`src/sv/mhs_pkg.sv`:
```
// Types, constants and modular arithmetic helpers for the MinHash sketch.
package mhs_pkg;

    localparam logic [62:0] HASH_MOD = 63'h7FFF_FFFF_FFFF_FFE7;
    localparam logic [63:0] C_GOLDEN = 64'h9E37_79B9_7F4A_7C15;
    localparam logic [63:0] C_MIX1   = 64'hBF58_476D_1CE4_E5B9;
    localparam logic [63:0] C_MIX2   = 64'h94D0_49BB_1331_11EB;
    localparam logic [6:0]  RUN_MAX  = 7'd127;
    localparam logic [7:0]  PAD_LO   = 8'h00;
    localparam logic [7:0]  PAD_HI   = 8'hFF;

    typedef enum logic [1:0] {
        ACT_CLEAR = 2'd0,
        ACT_FEED  = 2'd1,
        ACT_READ  = 2'd2
    } t_action;

    typedef enum logic [4:0] {
        ST_CLEAR,
        ST_IDLE,
        ST_F0,
        ST_F1,
        ST_F2,
        ST_MIX_PRE,
        ST_M1A,
        ST_M1B,
        ST_M1C,
        ST_MIX_MID,
        ST_M2A,
        ST_M2B,
        ST_M2C,
        ST_MIX_END,
        ST_OFF_RD,
        ST_OFF_UPD,
        ST_RD_ADDR,
        ST_RD_OUT
    } t_state;

    typedef enum logic [3:0] {
        DP_NOP,
        DP_CLEAR_STATE,
        DP_CLR_WR,
        DP_FEED_A,
        DP_FEED_B,
        DP_FEED_C,
        DP_MIX_PRE,
        DP_MUL_LO,
        DP_MUL_X1,
        DP_MUL_X2,
        DP_MIX_MID,
        DP_MIX_END,
        DP_OFF_RD,
        DP_OFF_UPD,
        DP_READ_RD,
        DP_OUT_LOAD
    } t_dp_op;

    typedef struct packed {
        t_dp_op op;
        logic   take;   // latch input fields
        logic   ksel;   // 0: first mix constant, 1: second
    } t_dp_cmd;

    typedef struct packed {
        logic offer;
        logic clr_last;
        logic out_free;
    } t_dp_status;

    // 31*h mod M, h < M; 2^63 is congruent to 25.
    function automatic logic [62:0] mod_mul31(input logic [62:0] h);
        logic [67:0] t;
        logic [63:0] s;
        t = {h, 5'b0} - {5'b0, h};
        s = {1'b0, t[62:0]} + 64'(t[67:63]) * 64'd25;
        if (s >= {1'b0, HASH_MOD}) s = s - {1'b0, HASH_MOD};
        return s[62:0];
    endfunction

    // p*w mod M for p < M and an 8-bit w.
    function automatic logic [62:0] mod_mul_byte(input logic [62:0] p, input logic [7:0] w);
        logic [70:0] t;
        logic [63:0] s;
        t = 71'(p) * 71'(w);
        s = {1'b0, t[62:0]} + 64'(t[70:63]) * 64'd25;
        if (s >= {1'b0, HASH_MOD}) s = s - {1'b0, HASH_MOD};
        return s[62:0];
    endfunction

    function automatic logic [62:0] mod_add(input logic [62:0] a, input logic [62:0] b);
        logic [63:0] s;
        s = {1'b0, a} + {1'b0, b};
        if (s >= {1'b0, HASH_MOD}) s = s - {1'b0, HASH_MOD};
        return s[62:0];
    endfunction

    function automatic logic [62:0] mod_neg(input logic [62:0] a);
        return (a == 63'd0) ? 63'd0 : HASH_MOD - a;
    endfunction

    // 31^n mod M, evaluated at elaboration only.
    function automatic logic [62:0] pow31(input int n);
        logic [62:0] p;
        p = 63'd1;
        for (int i = 0; i < n; i++) p = mod_mul31(p);
        return p;
    endfunction

endpackage

```
`src/sv/mhs_ctrl.sv`:
```
// Sequencer for clear, feed, mix and read steps of the sketch.
module mhs_ctrl (
    input  logic                   i_clk,
    input  logic                   i_rst_n,
    input  logic                   i_in_valid,
    input  logic [1:0]             i_action,
    output logic                   o_in_stall,
    output mhs_pkg::t_dp_cmd       o_cmd,
    input  mhs_pkg::t_dp_status    i_status
);

    mhs_pkg::t_state r_state, n_state;

    // Hold state; reset starts the clearing pass.
    always_ff @(posedge i_clk) begin
        if (!i_rst_n) r_state <= mhs_pkg::ST_CLEAR;
        else          r_state <= n_state;
    end

    // Decide next state and datapath command.
    always_comb begin
        n_state    = r_state;
        o_cmd.op   = mhs_pkg::DP_NOP;
        o_cmd.take = 1'b0;
        o_cmd.ksel = 1'b0;
        o_in_stall = (r_state != mhs_pkg::ST_IDLE);
        unique case (r_state)
            mhs_pkg::ST_CLEAR: begin
                o_cmd.op = mhs_pkg::DP_CLR_WR;
                if (i_status.clr_last) n_state = mhs_pkg::ST_IDLE;
            end
            mhs_pkg::ST_IDLE: begin
                if (i_in_valid) begin
                    o_cmd.take = 1'b1;
                    unique case (i_action)
                        mhs_pkg::ACT_CLEAR: begin
                            o_cmd.op = mhs_pkg::DP_CLEAR_STATE;
                            n_state  = mhs_pkg::ST_CLEAR;
                        end
                        mhs_pkg::ACT_FEED: n_state = mhs_pkg::ST_F0;
                        mhs_pkg::ACT_READ: n_state = mhs_pkg::ST_RD_ADDR;
                        default:           n_state = mhs_pkg::ST_IDLE;
                    endcase
                end
            end
            mhs_pkg::ST_F0: begin
                o_cmd.op = mhs_pkg::DP_FEED_A;
                n_state  = mhs_pkg::ST_F1;
            end
            mhs_pkg::ST_F1: begin
                o_cmd.op = mhs_pkg::DP_FEED_B;
                n_state  = mhs_pkg::ST_F2;
            end
            mhs_pkg::ST_F2: begin
                o_cmd.op = mhs_pkg::DP_FEED_C;
                n_state  = i_status.offer ? mhs_pkg::ST_MIX_PRE : mhs_pkg::ST_IDLE;
            end
            mhs_pkg::ST_MIX_PRE: begin
                o_cmd.op = mhs_pkg::DP_MIX_PRE;
                n_state  = mhs_pkg::ST_M1A;
            end
            mhs_pkg::ST_M1A: begin
                o_cmd.op = mhs_pkg::DP_MUL_LO;
                n_state  = mhs_pkg::ST_M1B;
            end
            mhs_pkg::ST_M1B: begin
                o_cmd.op = mhs_pkg::DP_MUL_X1;
                n_state  = mhs_pkg::ST_M1C;
            end
            mhs_pkg::ST_M1C: begin
                o_cmd.op = mhs_pkg::DP_MUL_X2;
                n_state  = mhs_pkg::ST_MIX_MID;
            end
            mhs_pkg::ST_MIX_MID: begin
                o_cmd.op = mhs_pkg::DP_MIX_MID;
                n_state  = mhs_pkg::ST_M2A;
            end
            mhs_pkg::ST_M2A: begin
                o_cmd.op   = mhs_pkg::DP_MUL_LO;
                o_cmd.ksel = 1'b1;
                n_state    = mhs_pkg::ST_M2B;
            end
            mhs_pkg::ST_M2B: begin
                o_cmd.op   = mhs_pkg::DP_MUL_X1;
                o_cmd.ksel = 1'b1;
                n_state    = mhs_pkg::ST_M2C;
            end
            mhs_pkg::ST_M2C: begin
                o_cmd.op   = mhs_pkg::DP_MUL_X2;
                o_cmd.ksel = 1'b1;
                n_state    = mhs_pkg::ST_MIX_END;
            end
            mhs_pkg::ST_MIX_END: begin
                o_cmd.op = mhs_pkg::DP_MIX_END;
                n_state  = mhs_pkg::ST_OFF_RD;
            end
            mhs_pkg::ST_OFF_RD: begin
                o_cmd.op = mhs_pkg::DP_OFF_RD;
                n_state  = mhs_pkg::ST_OFF_UPD;
            end
            mhs_pkg::ST_OFF_UPD: begin
                o_cmd.op = mhs_pkg::DP_OFF_UPD;
                n_state  = mhs_pkg::ST_IDLE;
            end
            mhs_pkg::ST_RD_ADDR: begin
                o_cmd.op = mhs_pkg::DP_READ_RD;
                n_state  = mhs_pkg::ST_RD_OUT;
            end
            mhs_pkg::ST_RD_OUT: begin
                // Wait for the output register to free up.
                if (i_status.out_free) begin
                    o_cmd.op = mhs_pkg::DP_OUT_LOAD;
                    n_state  = mhs_pkg::ST_IDLE;
                end
            end
            default: n_state = mhs_pkg::ST_CLEAR;
        endcase
    end

endmodule

```
`config.mk`:
```
export PLATFORM = sky130hd
export DESIGN_NAME = mhs_ctrl
export DESIGN_NICKNAME = d
export VERILOG_FILES = /design/src/sv/mhs_pkg.sv /design/src/sv/mhs_ctrl.sv
export SDC_FILE = /design/constraint.sdc
export NUM_CORES = 1
export LEC_CHECK = 0
export BUFFER_PORTS_ARGS = -buffer_cell sky130_fd_sc_hd__buf_4
export CORE_AREA = 4 4 41 43
export CTS_CLUSTER_DIAMETER = 40
export DETAILED_ROUTE_END_ITERATION = 10
export DIE_AREA = 0 0 45 47
export PLACE_DENSITY = 0.6
export SYNTH_ARGS = -nofsm -noshare
export SYNTH_HDL_FRONTEND = slang
export SYNTH_SLANG_ARGS = --single-unit
```
`constraint.sdc`:
```
create_clock -name i_clk -period 4.5 [get_ports i_clk]
set_clock_uncertainty 0.05 [all_clocks]
set_input_delay 0.9 -clock i_clk [delete_from_list [all_inputs] [get_ports i_clk]]
set_output_delay 0.9 -clock i_clk [all_outputs]
set_load 0.01 [all_outputs]
```
==> insert_results.sql <==
INSERT INTO impl_metrics (metric_group, metric, value, unit) VALUES
('run_status', 'status', 'finished clean', ''),
('routing', 'antenna_violating_nets_post_route', '0', ''),
('yosys', 'postSynthRegisterBits', '5', ''),
('yosys', 'synth_async_sr_flop_share', '0', '%'),
('grt', 'grt_overflow_total', '0', ''),
('yosys', 'yosys.cell_count.top_type', 'nor2_1', ''),
('power_and_ir_drop', 'power_density', '261', 'mW/mm2'),
('floorplanning', 'die_height', '47', 'um'),
('grt', 'grt_pass1_vias', '511', ''),
('critical_path', 'reg2reg_depth', '3', ''),
('sta', 'min_period', '2.95', 'ns'),
('sta', 'clock.fmax', '0.339', 'GHz'),
('critical_path', 'timing.rr.end', 'r_state[1]', ''),
('cells_and_area', 'final-instance-count-excl-fill', '102', ''),
('place', 'place.port_buffers', '14', ''),
('routing', 'drc', '0', ''),
('yosys', 'postSynthCellCount', '75', ''),
('sta', 'max_slew.worst_pin.slew', '0.531', 'ns'),
('floorplanning', 'die_w', '45', 'um'),
('routing', 'detailedRoute.firstPassIterationCount', '4', ''),
('sta', 'final.setup.worst_slack', '1.55', 'ns'),
('place', 'gp_routability_congestion', '0.786', ''),
('power_and_ir_drop', 'p_leak', '0.000242', 'uW'),
('cells_and_area', 'num-fill-cells', '159', ''),
('cells_and_area', 'area_growth', '24.7', '%'),
('cells_and_area', 'layout-drive-gt1-share', '23.0', '%'),
('routing', 'detail_route.wirelength', '1260', 'um'),
('sta', 'fin_crit_sh', '65.5', '%'),
('cells_and_area', 'registers.top_by_ff_count', 'r_state', ''),
('cells_and_area', 'insertedDiodeCount', '0', ''),
('yosys', 'synth_fp_nets', '83', ''),
('clocking', 'cts_resized', '0', ''),
('sta', 'timing.max_slew.rel_slack', '64.5', '%'),
('yosys', 'synth-compound-area-share', '26.5', '%'),
('critical_path', 'reg_to_reg_startpoint', 'r_state[0]', ''),
('yosys', 'synth.cell_area', '492', 'um2'),
('grt', 'track_usage', '13.6', '%'),
('clocking', 'cts.reportedPaths.clkPinSlew', '0.04', 'ns'),
('clocking', 'clock_sink_count', '5', ''),
('grt', 'maximum_number_of_pins_on_one_net_before_global_route_repair', '19', ''),
('yosys', 'synth.avg_cell_area', '6.56', 'um2'),
('floorplanning', 'floorplan.die_area', '0.00212', 'mm2'),
('yosys', 'yosys-top-cells-area', 'dfxtp_1 20%, nor2_1 7.6%, o21ai_0 7.1%', ''),
('yosys', 'synthMuxAreaShare', '0', '%'),
('clocking', 'clk_latency', '0.24', 'ns'),
('sta', 'fin_hold_ws', '0.689', 'ns'),
('routing', 'via_count', '559', ''),
('floorplanning', 'fp.coreArea', '0.00130', 'mm2'),
('yosys', 'postSynth.topFlopCell', 'dfxtp_1', ''),
('clocking', 'cts_buffers', '3', ''),
('grt', 'grt_pass1_wl', '2140', 'um'),
('critical_path', 'timing.critical_path.to', 'o_cmd[2]', ''),
('yosys', 'synth_top_cells_by_count', '10 x nor2_1, 7 x o21ai_0, 6 x a21oi_1', ''),
('place', 'dp_slack', '1.80', 'ns'),
('sta', 'hold_viol_final', '0', ''),
('clocking', 'cts_max_path_buffers', '2', ''),
('sta', 'unrepaired_setup_endpoints_after_global_routing', 'no', ''),
('power_and_ir_drop', 'totalPowerFinal', '160', 'uW'),
('floorplanning', 'rows', '13', ''),
('yosys', 'synth-xor-area-share', '3.56', '%'),
('yosys', 'synth.lib_cells_used.distinct', '28', ''),
('job', 'drv_cap', '0', ''),
('cells_and_area', 'number_of_flip_flops_in_the_largest_register', '5', ''),
('clocking', 'cts_tree', 'built', ''),
('critical_path', 'worst_ep_arrival_time', '2.00', 'ns'),
('critical_path', 'worstSetupStartpointType', 'register', ''),
('clocking', 'cts_htree_levels', '1', ''),
('routing', 'via_per_inst', '5.48', ''),
('critical_path', 'worst_setup_path_end_kind', 'output port', ''),
('routing', 'wl_per_cell', '12.4', 'um'),
('critical_path', 'r2r_setup_slack', '2.85', 'ns');
-- area by class of cell --
| cell class | instances | area (um2) | area share, % |
|---|---|---|---|
| Inverter | 4 | 15.0 | 2.45 |
| Sequential cell | 5 | 100 | 16.3 |
| Multi-Input combinational cell | 60 | 348 | 56.7 |
| Timing Repair Buffer | 14 | 105 | 17.1 |
| Clock buffer | 4 | 26.3 | 4.29 |
| Tap cell | 15 | 18.8 | 3.06 |
-- where the power goes --
group	total [uW]	leakage, uW	internal, uW	switching, uW
combinational	51.1	0.000186	28.1	23.0
sequential	57.3	0.0000407	47.0	10.3
clock	51.5	0.0000150	33.5	18.0
-- per-stage QoR --
| stage | instance area (um2) | utilization (%) |
|---|---|---|
| 2_1_floorplan | 492 | - |
| 3_3_place_gp | 587 | 45.1 |
| 3_5_place_dp | 587 | 45.1 |
| 4_1_cts | 613 | 47.1 |
| 5_1_grt | 613 | 47.1 |
| 6_report | 613 | 47.1 |
-- worst max-delay path: stages (launching register included) --
cell	delay, ns
dfxtp_1	0.65
or4b_4	0.56
nor4_2	0.17
a31oi_1	0.08
o22ai_1	0.15
buf_4	0.15
-- per-layer routing --
layer | share of wire, % | global-route usage (%)
met1 | 49 | 17.6
met2 | 45 | 20.3
met3 | 5.8 | 6.51
met4 | 0 | 3.51
met5 | 0 | 0
-- worst min-delay path by stage --
stage,cells after the start,startpoint,to,slack (ns)
3_3_place_gp,2,r_state[3],r_state[3],0.68
3_5_place_dp,2,r_state[3],r_state[3],0.67
4_1_cts,2,r_state[3],r_state[3],0.68
5_1_grt,2,r_state[0],r_state[1],0.76
2_1_floorplan,2,r_state[1],r_state[1],0.48
6_report,2,r_state[3],r_state[3],0.69
-- cells in the final DEF, fill, tap and decap left out --
master,instances
clkbuf_4,3
o211ai_1,2
xnor2_1,1
buf_4,14
nand3b_1,1
o21ai_0,7
nor2_1,10
nand2_1,4
a21oi_1,6
nand2b_1,4
o22ai_1,3
a311oi_1,1
nor3b_1,2
a211oi_1,1
and3_1,1
dfxtp_1,5
or2_4,1
inv_1,4
nor3_1,3
nor4_2,1
or3_1,2
a41oi_1,1
or4b_4,1
nand3_1,5
clkbuf_1,1
nor2b_1,1
xor2_1,1
a31oi_1,1
-- logic make-up after synthesis --
family | after synthesis
DFF | 5
xor gates and xnor gates | 2
AOI/OAI and AO/OA | 22
and+or+nand+nor | 36
buffers and inverters | 10
Note: power is estimated with default switching activity, not from simulation.
